===== config.mk =====
export PLATFORM = sky130hd
export DESIGN_NAME = rcida_ram
export DESIGN_NICKNAME = d
export VERILOG_FILES = /design/src/rtl/rcida_ram.sv
export SDC_FILE = /design/constraint.sdc
export NUM_CORES = 1
export LEC_CHECK = 0
export BUFFER_PORTS_ARGS = -buffer_cell sky130_fd_sc_hd__buf_2
export CAP_MARGIN = 20
export CORE_MARGIN = 2
export CORE_UTILIZATION = 25
export CTS_BUF_LIST = sky130_fd_sc_hd__clkbuf_4
export CTS_CLUSTER_SIZE = 40
export DETAILED_ROUTE_END_ITERATION = 8
export PLACE_DENSITY = 0.38
export SETUP_SLACK_MARGIN = 0.2
export SYNTH_ARGS = -nofsm -noshare
export SYNTH_HDL_FRONTEND = slang
export SYNTH_SLANG_ARGS = --single-unit

===== constraint.sdc =====
create_clock -name clock -period 2.15 [get_ports clock]
set_clock_uncertainty 0.15 [all_clocks]
set_input_delay 0.215 -clock clock [delete_from_list [all_inputs] [get_ports clock]]
set_output_delay 0.215 -clock clock [all_outputs]
set_load 0.02 [all_outputs]

===== src/rtl/rcida_ram.sv =====
// Generic single-write, single-read synchronous RAM with registered read data.
`default_nettype none
module rcida_ram #(
   parameter int WIDTH = 8,
   parameter int DEPTH = 16
) (
   input  wire logic                                   clock,
   input  wire logic                                   wr_en,
   input  wire logic [(DEPTH > 1 ? $clog2(DEPTH) : 1)-1:0] wr_addr,
   input  wire logic [WIDTH-1:0]                       wr_data,
   input  wire logic                                   rd_en,
   input  wire logic [(DEPTH > 1 ? $clog2(DEPTH) : 1)-1:0] rd_addr,
   output logic      [WIDTH-1:0]                       rd_data
);

   logic [WIDTH-1:0] mem_ff [DEPTH];
   logic [WIDTH-1:0] rd_data_ff;

   always_ff @(posedge clock) begin
      if (wr_en) begin
         mem_ff[wr_addr] <= wr_data;
      end
      if (rd_en) begin
         rd_data_ff <= mem_ff[rd_addr];
      end
   end

   assign rd_data = rd_data_ff;

endmodule
`default_nettype wire


==> results.toml <==
[pwr]
p_leak_uw = 0.002038
p_int_uw = 3902
p_clk_share_pct = 33.2
p_sw_share_pct = 21.32
pwr-share-comb_pct = 6.3
ir_drop_uv = 309.0
power.density_mw_per_mm2 = 801.0
seqPwrFrac_pct = 60.5
switchingPower_uw = 1057

[global_route]
grt_pass1_wl_um = 17080
grt_max_degree = 33
grt_antenna_before_repair = 1
first_global_vias = 2665
grtUsageTotal_pct = 11.17
overflow = 0

[run]
maxCapViolCount = 0

[yosys]
synthTopCellsByArea = "edfxtp_1, mux4_2, mux4_1"
synthDistinctLibCells = 18
synth_area_leader_cell = "edfxtp_1"
synth_seq_cells = 136
synth_top_area_share_pct = 78.12
yosys_warnings = 0
postSynthAreaPerCell_um2 = 22.83
synthCells = 229
syn-num-nets = 248
synth-seq-area-share_pct = 78.12
syn_area_mm2 = 0.005228

[final_layout]
postLayoutCoreUtil_pct = 30.40
num-fill-cells = 1984
area_delta_synth_final_pct = 18.43
drive_above_1_share_pct = 30.42
multi_input_area_mm2 = 0.001057
nNetsFinal = 316
regArea_mm2 = 0.004084
final_cell_area_mm2 = 0.006191

[drt]
routedWlPerCell_um = 19.69
first_iter_violations = 195
ant_nets = 0
vias_per_cell = 4.241
drc = 0
dr.pass1.iters = 6
vias = 2460
wirelength_um = 11420

[clock_tree]
cts_buffers = 17
path_clk_slew_ps = 110
postCtsHoldBufs = 9
clk_latency_ps = 520
cts_setup_buffers = 0
tritoncts = "yes"
clockRootBuffer = "clkbuf_4"
ctsLongestPathBuffers = 2
htreeDepth = 4
cts_resized = 0
cts_num_sinks = 136

[floorplan]
io_pins = 27
dieArea_mm2 = 0.02208
num_rows = 52
dieWidth_um = 148.6
die_y_um = 148.6
coreArea_mm2 = 0.02036
start_util_pct = 25.67

[place]
dp_hpwl_um = 7453
postPlaceCellArea_mm2 = 0.005827
gp_congestion = 0.7354
io_buffer_count = 26

[critical_path]
setup.worst_path.class = "flip-flop to flip-flop"
r2r_cells = 3
worstSetupStartpoint = "mem_ff[10][3]$_DFFE_PP_"
cp.required_ps = 2260
crit_cells = 3
cpMaxStageDelayCell = "mux4_1"
worstSetupEndpointType = "flip-flop"
path_cells = "mux4_1 -> a22oi_1 -> nand2_1"
startpoint_type = "flip-flop"
cp_top_family = "multiplexers"
max_stage_delay_ps = 500
crit_fanout = 1
cp.buffers_inverters = 0
arrival_ps = 1780
timing.rr.start = "mem_ff[10][3]$_DFFE_PP_"

[timing]
setup_viol = 0
fin_setup_tns_ps = 0
rsz0062_at_grt = "false"
min_period_over_period_pct = 77.58
slew_viol_final = 0
period_minus_slack_ps = 1668
fmax_mhz = 599.6
hold_violations = 0
tightest_slew_ps = 478.5
maxSlewHeadroom_pct = 68.10

[min_path]
hold_path_depth = 3
min-delay-path-class = "input pin to flip-flop"
min_from = "wr_addr[0]"

[status]
status = "completed"
-- metrics by stage --
stage | instances | total power (uW) | hold WS, ps | setup slack (ps)
after detailed placement | 539 | 3372 | 467.3 | 88.01
final | 580 | 4959 | 127.8 | 482.1
after global placement | 539 | 3372 | 464.4 | 92.59
after global routing | 580 | 5186 | 54.85 | 377.2
after floorplan | 229 | 3221 | 163.9 | 292.1
after CTS | 579 | 5038 | 71.34 | 443.7
-- tightest hold or removal path, delay by kind of cell --
| family | cells | cell delay, ps |
|---|---|---|
| buffers and inverters | 2 | 340 |
| and+or+nand+nor | 1 | 70 |
-- sequential cells by signal (all words and copies together) (netlist names) --
signal and cells:
rd_data 8, mem_ff 128
-- placed cells by master (no fill, tap or decap), drive strengths merged --
master / Yosys / layout
edfxtp: 136 / 136
diode: 0 / 1
and2: 1 / 1
nand3b: 2 / 2
or3b: 1 / 1
buf: 7 / 50
bufinv: 0 / 3
mux4: 32 / 32
nand3: 1 / 1
dlygate4sd3: 0 / 9
nand2b: 2 / 2
nand2: 9 / 9
nor2b: 1 / 1
nor3: 4 / 4
nor2: 13 / 13
clkbuf: 0 / 18
clkinv: 0 / 10
and2b: 1 / 1
a22oi: 16 / 16
-- final cells by class --
| cell class | instances | share of cell area (%) |
|---|---|---|
| Antenna cell | 1 | 0.04042 |
| Tap cell | 270 | 5.457 |
| Sequential cell | 136 | 65.97 |
| Multi-Input combinational cell | 83 | 17.08 |
| Clock inverter | 13 | 2.203 |
| Clock buffer | 18 | 2.183 |
| Timing Repair Buffer | 59 | 7.074 |
-- layer usage --
metal | part of all wire, % | vias up | wire length [um] | track usage (%)
li1 | - | 1121 | - | -
met1 | 45 | 1276 | 5186 | 14.75
met2 | 48 | 58 | 5475 | 17.85
met3 | 5.8 | 5 | 666 | 3.436
met4 | 0.80 | 0 | 91 | 3.286
met5 | 0 | - | 0 | 0
-- logic make-up (layout without fill, tap and decap cells) --
kind of cell,after synthesis,count (layout),synth area share (%)
AND/OR/NAND/NOR,35,35,3.136
multiplexers,32,32,14.79
other,0,1,0
flip-flops,136,136,78.12
AO/OA/AOI/OAI,16,16,2.298
buffers and inverters,10,90,1.651
-- Yosys cell counts, drive strengths merged --
library cell / count
edfxtp: 136
nor3: 4
buf: 7
nand3: 1
clkdlybuf4s25: 3
a22oi: 16
nor2: 13
and2: 1
nor2b: 1
nand2: 9
and2b: 1
or3b: 1
mux4: 32
nand3b: 2
nand2b: 2
-- worst paths after layout --
kind / end / slack [ps]
setup / recovery: rd_data[3]$_DFFE_PP_ / 480
hold / removal: mem_ff[4][4]$_DFFE_PP_ / 130
setup reg to reg: rd_data[3]$_DFFE_PP_ / 480
hold reg to reg: rd_data[5]$_DFFE_PP_ / 600
-- power by group through the flow --
| stage | clock, uW | sequential (uW) | combinational (uW) |
|---|---|---|---|
| after floorplan | 0 | 3070 | 151 |
| after CTS | 1710 | 3000 | 324 |
| after detailed placement | 0 | 3060 | 311 |
| after global routing | 1840 | 3010 | 343 |
| final | 1650 | 3000 | 313 |
| after global placement | 0 | 3060 | 311 |
(Power assumes the default switching activity.)
