### config.mk
export PLATFORM = sky130hd
export DESIGN_NAME = rcida_exec
export DESIGN_NICKNAME = d
export VERILOG_FILES = /design/src/rtl/rcida_pkg.sv /design/src/rtl/rcida_exec.sv
export SDC_FILE = /design/constraint.sdc
export NUM_CORES = 1
export LEC_CHECK = 0
export BUFFER_PORTS_ARGS = -buffer_cell sky130_fd_sc_hd__buf_2
export CAP_MARGIN = 5
export CORE_ASPECT_RATIO = 0.9
export CORE_MARGIN = 4
export CORE_UTILIZATION = 43
export DETAILED_ROUTE_END_ITERATION = 8
export PLACE_DENSITY = 0.81
export REMOVE_ABC_BUFFERS = 1
export SLEW_MARGIN = 20
export SYNTH_ARGS = -nofsm -noshare
export SYNTH_HDL_FRONTEND = slang
export SYNTH_SLANG_ARGS = --single-unit
### constraint.sdc
create_clock -name vclk -period 2.45
set_clock_uncertainty 0.05 [all_clocks]
set_input_delay 0.1225 -clock vclk [all_inputs]
set_output_delay 0.1225 -clock vclk [all_outputs]
set_load 0.05 [all_outputs]
### src/rtl/rcida_pkg.sv
// Shared command, status and control types for the refcounted id allocator.
`default_nettype none
package rcida_pkg;

   // Command codes
   localparam logic [1:0] CMD_ALLOC   = 2'd0;
   localparam logic [1:0] CMD_ADDREF  = 2'd1;
   localparam logic [1:0] CMD_RELEASE = 2'd2;

   // Status codes
   localparam logic [1:0] STATUS_OK     = 2'd0;
   localparam logic [1:0] STATUS_NOFREE = 2'd1;
   localparam logic [1:0] STATUS_BADID  = 2'd2;
   localparam logic [1:0] STATUS_SAT    = 2'd3;

   localparam int ID_PORT_BITS    = 10;
   localparam int COUNT_PORT_BITS = 16;

   typedef enum logic [1:0] {
      ST_ACCEPT = 2'b01,
      ST_EXEC   = 2'b10
   } state_type;

   // Decisions of the execute step, passed to the sequencer
   typedef struct packed {
      logic       count_we;
      logic       pop;
      logic       issue;
      logic       push;
      logic [1:0] status;
      logic       freed;
   } exec_ctl_type;

endpackage
`default_nettype wire

### src/rtl/rcida_exec.sv
// Execute step: decides the memory updates and the result of one command.
`default_nettype none
module rcida_exec #(
   parameter int MAX_IDS    = 1024,
   parameter int COUNT_BITS = 16
) (
   input  wire logic [1:0]                       cmd,
   input  wire logic [rcida_pkg::ID_PORT_BITS-1:0] target_id,
   input  wire logic [COUNT_BITS-1:0]            count_rdata,
   input  wire logic [$clog2(MAX_IDS)-1:0]       stack_rdata,
   input  wire logic [$clog2(MAX_IDS):0]         issued_count,
   input  wire logic [$clog2(MAX_IDS):0]         free_top,
   output rcida_pkg::exec_ctl_type               ctl,
   output logic      [$clog2(MAX_IDS)-1:0]       count_wr_addr,
   output logic      [COUNT_BITS-1:0]            count_wr_data,
   output logic      [rcida_pkg::ID_PORT_BITS-1:0] result_id,
   output logic      [rcida_pkg::COUNT_PORT_BITS-1:0] ref_count
);
   import rcida_pkg::*;

   localparam int IW   = $clog2(MAX_IDS);
   localparam int CNTW = IW + 1;
   localparam int CMPW = ((IW > ID_PORT_BITS) ? IW : ID_PORT_BITS) + 1;
   localparam int RW   = (COUNT_BITS > COUNT_PORT_BITS) ? COUNT_BITS : COUNT_PORT_BITS;

   logic [CMPW-1:0]       tid_wide;
   logic [CMPW-1:0]       issued_wide;
   logic [CMPW-1:0]       alloc_wide;
   logic [IW-1:0]         alloc_id;
   logic [COUNT_BITS-1:0] count_inc;
   logic [COUNT_BITS-1:0] count_dec;
   logic [COUNT_BITS-1:0] count_rep;
   logic [RW-1:0]         count_wide;
   logic                  bad_id;

   assign tid_wide    = CMPW'(target_id);
   assign issued_wide = CMPW'(issued_count);
   assign count_inc   = count_rdata + COUNT_BITS'(1);
   assign count_dec   = count_rdata - COUNT_BITS'(1);
   assign alloc_wide  = CMPW'(alloc_id);
   assign count_wide  = RW'(count_rep);
   assign ref_count   = count_wide[COUNT_PORT_BITS-1:0];

   // cmd 3 falls in with the bad-identifier case
   assign bad_id = !(cmd == CMD_ADDREF || cmd == CMD_RELEASE) ||
                   (tid_wide >= issued_wide) || (count_rdata == '0);

   always_comb begin
      ctl           = '0;
      ctl.status    = STATUS_OK;
      alloc_id      = stack_rdata;
      count_wr_addr = tid_wide[IW-1:0];
      count_wr_data = count_inc;
      count_rep     = '0;
      result_id     = target_id;
      if (cmd == CMD_ALLOC) begin
         if (free_top != '0) begin
            ctl.pop = 1'b1;
         end else begin
            alloc_id  = issued_count[IW-1:0];
            ctl.issue = (issued_count != CNTW'(MAX_IDS));
         end
         if (ctl.pop || ctl.issue) begin
            ctl.count_we  = 1'b1;
            count_wr_addr = alloc_id;
            count_wr_data = COUNT_BITS'(1);
            count_rep     = COUNT_BITS'(1);
            result_id     = alloc_wide[ID_PORT_BITS-1:0];
         end else begin
            ctl.status = STATUS_NOFREE;
            result_id  = '0;
         end
      end else if (bad_id) begin
         ctl.status = STATUS_BADID;
      end else if (cmd == CMD_ADDREF) begin
         if (count_rdata == '1) begin
            ctl.status = STATUS_SAT;
            count_rep  = count_rdata;
         end else begin
            ctl.count_we = 1'b1;
            count_rep    = count_inc;
         end
      end else begin
         ctl.count_we  = 1'b1;
         count_wr_data = count_dec;
         count_rep     = count_dec;
         if (count_dec == '0 && free_top != CNTW'(MAX_IDS)) begin
            ctl.push  = 1'b1;
            ctl.freed = 1'b1;
         end
      end
   end

endmodule
`default_nettype wire

==> metrics, run 1 <==
sequential share of power 0; die height between 70 and 80 um; Synth-to-Final Area Change 64.54%; Leak between 1.5 and 2 nW; first-pass GRT wire length between 10000 and 15000 um; peak supply drop between 0.15 and 0.2 mV; DP Cell Count approximately 560; met3 Use GR 0.01794; critical path peak fanout 20; maxcap violations 0; total vias in the final route ~3300; GR peak layer met2; Inserted Diodes 0; XOR/XNOR share of the synthesized area 0.09830; CP arrival around 2.4 ns; fmax 393.0 MHz; vias in the first global route ~2900; initial antenna violation count 0; synthesized area 2138 um^2; worst min-delay path class primary input to output port; drt first-iter violations ~210; # setup viols final 13; Tcrit/Tclk final 1.039; RSZ-0062 raised after global routing yes; share of layout cells above drive strength 1 0.4646; Synth Area in Compound Gates 0.3002; Synth area leaders ha_1, nor2_1, a21oi_1, nand2_1, xnor2_1; M1 GR Usage 0.3757; hold buffer count at CTS 0; Synth top area share 0.08777; Fin Hold WS 0.6017 ns; Die ar. 6167 um^2; mux contribution to synthesized area 0.02926; outcome finished, violations left; total global-route track usage 0.2819; Mapped Cells approximately 340; routability cong. roughly 0.94; multi-input logic area between 2000 and 2500 um^2; Max stage delay on crit path approximately 0.44 ns; drt total wl a little over 9000 um; placeable core region about 4800 um^2; Critical Path Start Type primary input; Tmin final about 2.5 ns; Port Buf Inserts ~120; Fin. Hold Viols 0; Sw Ratio 0.6462; Comb pwr share 1.000; Post-Place Setup Slack -0.2715 ns; Synth Area in Adders 0.08777; largest family of logic cells by synthesized area simple AND/OR/NAND/NOR gates; Slew Viols, Final 0; remaining antenna violation count 0; internal power around 0.35 mW; Ports between 100 and 150; post-DR vias/cell slightly below 6; clock share of power 0; fill count 373; largest net degree at the start of global routing 21; final layout net count ~570; synthesized area per cell roughly 6.2 um^2; YS warnings 0; Simple-Gate Fraction of Synth Area 0.3868; M2 GR Usage 0.5071; # rows 24; Most common cell on crit path or3_4; chip width around 80 um; Synth area leader ha_1; fin worst setup slack -0.09462 ns; # clk buffers 0; Worst EP required roughly 2.3 ns; Seq/Total Area, Yosys 0; CP Capture Type output port; GRT overflow 0; crit path cell chain buf_2 -> inv_2 -> ha_4 -> nand4_1 -> or3_4 -> o311ai_4 -> or3_4 -> buf_12 -> nand3_2 -> a32oi_2 -> buf_6; FF+latch count 0; initial core utilization 0.4423; router iterations before antenna repair 5; Finished Layout Cells between 500 and 600; post-DP HPWL roughly 7100 um; DRC Markers 0; Slew @ Worst Pin 0.7384 ns; WL/cell 16.67 um; synth unique cells 54; final instance area 3518 um^2; power per cell area roughly 280 nW/um^2; dpl cell area 3172 um^2; WS Path Type primary input to output port; P_sw 0.6308 mW; failing checks setup timing; register area 0 um^2; crit path max-delay cell type o311ai_4; Slew headroom 0.5078
cells in the final DEF, fill, tap and decap left out, drive strengths merged, types with 11 or more instances in the layout:
| master | n |
|---|---|
| buf | 176 |
| nor2 | 45 |
| nand2 | 29 |
| a21oi | 26 |
| inv | 24 |
| o21ai | 19 |
| nor3 | 16 |
| ha | 15 |
| nand3 | 13 |
| xnor2 | 12 |
| xor2 | 12 |
| nand4 | 11 |
| o22ai | 11 |
| nor4 | 11 |
power by group through the flow:
| stage | logic (mW) | clock network [mW] | registers (mW) |
|---|---|---|---|
| floorplan | 0.550 | 0 | 0 |
| global placement | 0.857 | 0 | 0 |
| detailed placement | 0.868 | 0 | 0 |
| CTS | 0.923 | 0 | 0 |
| global route | 1.03 | 0 | 0 |
| finish | 0.976 | 0 | 0 |
critical path, delay by kind of cell:
family / cells / cell delay (ns)
compound gates: 2 / 0.68
fa+ha+maj: 1 / 0.26
buf+inv: 4 / 0.49
simple gates: 4 / 0.81
Yosys cell counts, types with 4 or more instances:
master    instances
a211oi_1          4
a21oi_1          26
a311oi_1          4
buf_2             8
clkbuf_1         17
ha_1             15
inv_1            24
mux2i_1           4
nand2_1          29
nand3_1          13
nand4_1          11
nor2_1           45
nor3_1           12
nor4_1            9
o21a_1            4
o21ai_0          18
o221ai_1          4
o22ai_1          11
o31a_1            4
or3_1             9
xnor2_1          12
xor2_1           12
final timing paths:
kind | startpoint | to | depth (start not counted)
hold / removal | count_rdata[4] | ref_count[4] | 3
setup / recovery | issued_count[5] | count_wr_data[4] | 11
through the flow:
step	util	TNS (ns)	total power [mW]
after floorplan	-	-23.00	0.5505
after global placement	0.6561	-3.375	0.8566
after detailed placement	0.6561	-4.567	0.8684
after CTS	0.6982	-0.2376	0.9226
after global routing	0.7277	-2.785	1.027
final	0.7277	-0.5528	0.9762
layout make-up:
class / count / share of cell area
multi-input cells: 291 / 0.6010
repair buffers: 180 / 0.3496
inverters: 24 / 0.02632
well taps: 65 / 0.02312
logic make-up after synthesis:
group                      after synthesis
and+or+nand+nor                        153
AOI/OAI and AO/OA                       93
buffers and inverters                   52
xor gates and xnor gates                24
adders and majority gates               15
muxes                                    6
per-layer routing:
layer  up-vias  part of all wire
met4         0             0.012
met3        16             0.083
met1      1553              0.42
li1       1557                 -
met5         -                 0
met2       169              0.49
what timing repair did:
item                       CTS  global route
cloned                       0             0
buffers inserted             0             3
pin swaps                    7             8
resized for setup           50            49
setup endpoints to repair   35            34
Note: power is estimated with default switching activity, not from simulation.
==> run 2, diff against run 1 <==
--- a/config.mk
+++ b/config.mk
@@ -14,5 +14,5 @@
 export PLACE_DENSITY = 0.81
 export REMOVE_ABC_BUFFERS = 1
-export SLEW_MARGIN = 20
+export SLEW_MARGIN = 30
 export SYNTH_ARGS = -nofsm -noshare
 export SYNTH_HDL_FRONTEND = slang
==> constraint.sdc (replaced) <==
create_clock -name vclk -period 2.45
set_clock_uncertainty 0.05 [all_clocks]
set_input_delay 0.245 -clock vclk [all_inputs]
set_output_delay 0.245 -clock vclk [all_outputs]
set_load 0.05 [all_outputs]
==> run 2 against run 1 <==
Compared with the run above: the run now fails in global routing; synthesized area unchanged; synthesized cell count unchanged.
==> metrics, run 2 <==
hold buffer count at CTS 0 (unchanged); chip width 82.33 um (unchanged); count leader, synth nor2_1; Synth top cells by count nor2_1, nand2_1, a21oi_1; die height 74.90 um (unchanged); Synth top area share 0.08777 (unchanged); Mapped Cells 343 (unchanged); synthesized area per cell 6.234 um^2 (unchanged); Synth area leader ha_1; routability cong. 0.9544 (+1.0%); worst endpoint pin kind output port; # rows 24 (unchanged); synth unique cells 54 (unchanged); Ports 119 (unchanged); initial core utilization 0.4423 (unchanged); post-DP HPWL 7611 um (+6.5%); Synth area leaders ha_1, nor2_1, a21oi_1, nand2_1, xnor2_1; GR repair worst EP count_wr_data[12]; YS warnings 0 (unchanged); largest net degree at the start of global routing 21; outcome stopped before the end; Post-Place Setup Slack -0.5070 ns (-0.2355 ns); synthesized area 2138 um^2 (unchanged); DP Cell Count 591 (+5.7%); Stop stage global routing; dpl cell area 3400 um^2 (+7.2%); Seq/Total Area, Yosys 0 (unchanged); GRT overflow roughly 170; total global-route track usage 0.7859; Stop Error [ERROR GRT-0232] Routing congestion too high. Check the congestion heatmap in the GUI.; Port Buf Inserts 119 (unchanged)
run 2: repair_timing:
action / in CTS
endpoints found under the setup margin: 36
setup buffers: 18
pin swaps: 40
resized for setup: 178
cloned: 3
run 2: cell families after synthesis:
kind of cell | Yosys count | synth area share
AND/OR/NAND/NOR | 153 | 0.3868
buffers and inverters | 52 | 0.09772
XOR/XNOR | 24 | 0.09830
AO/OA/AOI/OAI | 93 | 0.3002
adder cells (fa/ha/maj) | 15 | 0.08777
multiplexers | 6 | 0.02926
run 2: layer usage:
metal,overflow,global-route usage
met5,0,0.05000
met4,48,0.9004
met3,1,0.5574
met2,123,1.035
met1,0,0.7414
run 2: per-stage QoR:
stage	hold WS (ns)	TNS, ns
global placement	0.8714	-12.22
floorplan	0.7070	-34.98
CTS	0.8631	-4.082
detailed placement	0.8745	-13.26
==> run 3, diff against run 2 <==
- CORE_ASPECT_RATIO: 0.9 -> unset
- CORE_UTILIZATION: 43 -> 40
- PLACE_DENSITY: 0.81 -> unset
- PLACE_DENSITY_LB_ADDON: unset -> 0.15
- clock period: 2.45 -> 3.2 ns (I/O delays scaled with it)
==> run 3 against run 2 <==
Compared with the run above: the run now ends clean.
==> metrics, run 3 (synthesis gave the netlist of run 1 again) <==
remaining antenna violation count 0; largest net degree at the start of global routing 25; DRC Markers 0; chip width 81.12 um (-1.5%); CP Capture Type output port; Critical path buffers and inverters 3; Most common cell on crit path buf_2; outcome complete, no violations; # rows 26 (+8.3%); Sw Ratio 0.7043; Ports 119 (unchanged); post-DP HPWL 6528 um (-14%); CP arrival approximately 2.7 ns; total power around 0.62 mW; vias in the first global route 2636; initial core utilization 0.4160 (-0.02627); Slew headroom 0.5257; Inserted Diodes 0; Crit path depth 10; Port Buf Inserts 119 (unchanged); RSZ-0062 raised after global routing no; fmax approximately 330 MHz; total vias in the final route 2900; GRT overflow 0; top cell family by delay on the critical path compound AO/OA/AOI/OAI gates; drt total wl a little under 8000 um; most frequent cells in the layout buf_2, nor2_1, nand2_1; FF+latch count 0; hold buffer count at CTS 0 (unchanged); drt first-iter violations around 190; hold path cells 4; clock share of power 0; maxcap violations 0; WS Path Type primary input to output port; # clk buffers 0; Slew Viols, Final 0; die height 81.12 um (+8.3%); router iterations before antenna repair 4; Slew @ Worst Pin 0.7076 ns; sequential share of power 0; Tcrit/Tclk final 0.9611; # setup viols final 0; WL/cell 14.96 um; first-pass GRT wire length ~12000 um; initial antenna violation count 0; Worst EP required 2.83 ns; critical path peak fanout 8; most common cell after layout, fill and taps aside buf_2; Fin Hold WS around 1.0 ns; final layout net count ~530; crit path cell chain buf_2 -> inv_1 -> ha_1 -> nand2b_4 -> a2111oi_4 -> o31ai_1 -> or3_1 -> a2bb2oi_1 -> o21ai_0 -> buf_2; DP Cell Count 527 (-11%); Tmin final slightly above 3 ns; total global-route track usage 0.2300; internal power approximately 0.18 mW; Comb pwr share 1.000; register area 0 um^2; Synth-to-Final Area Change 35.69%; peak supply drop about 0.12 mV; P_sw between 0.4 and 0.5 mW; Die ar. approximately 6600 um^2; Max stage delay on crit path 0.49 ns; placeable core region roughly 5000 um^2; worst min-delay path class primary input to output port; routability cong. 0.9241 (-3.2%); post-DR vias/cell between 5 and 6; Fin. Hold Viols 0; Finished Layout Cells 527; final instance area between 2000 and 3000 um^2; Critical Path Start Type primary input; crit path max-delay cell type or3_1; Leak about 1.4 nW; power per cell area around 220 nW/um^2; dpl cell area 2875 um^2 (-15%); share of layout cells above drive strength 1 0.3567
==> run 3: path summary, 6_finish.rpt <==
| check | startpoint | endpoint | slack, ns |
|---|---|---|---|
| worst max-delay path | target_id[0] | ref_count[5] | 0.12 |
| worst min-delay path | target_id[2] | count_wr_addr[2] | 1.02 |
==> run 3: layout make-up <==
class | instances | area (um^2)
fillers | 531 | 2238
inverters | 24 | 90.09
multi-input cells | 291 | 1946
well taps | 70 | 87.58
repair buffers | 142 | 778.2
==> run 3: repair_timing <==
| action | in CTS | in global routing |
|---|---|---|
| gates resized for setup | 1 | 8 |
| endpoints found under the setup margin | 1 | 12 |
| pin swaps | 0 | 2 |
| buffers inserted | 0 | 0 |
==> run 3: stage by stage <==
stage	setup TNS, ns	util	worst slack, ns
2_1_floorplan	-9.376	-	-2.091
3_3_place_gp	0	0.5594	0.04363
3_5_place_dp	-0.03285	0.5594	-0.03285
4_1_cts	0	0.5604	0.09113
5_1_grt	0	0.5645	0.01341
6_report	0	0.5645	0.1245
==> run 3: tightest hold or removal path, delay by kind of cell <==
family	cells	cell delay [ns]
buffers and inverters	2	0.33
AOI/OAI and AO/OA	1	0.06
and+or+nand+nor	1	0.05
==> run 3: metal layers <==
metal / track usage / part of all wire
met5: 0 / 0
met4: 0.01858 / 0.0082
met3: 0.007761 / 0.062
met2: 0.4294 / 0.49
met1: 0.3026 / 0.44
==> run 3: power by group through the flow <==
| stage | sequential (mW) | clock, mW | combinational, mW |
|---|---|---|---|
| detailed placement | 0 | 0 | 0.619 |
| CTS | 0 | 0 | 0.622 |
| floorplan | 0 | 0 | 0.421 |
| global route | 0 | 0 | 0.670 |
| global placement | 0 | 0 | 0.619 |
| finish | 0 | 0 | 0.625 |
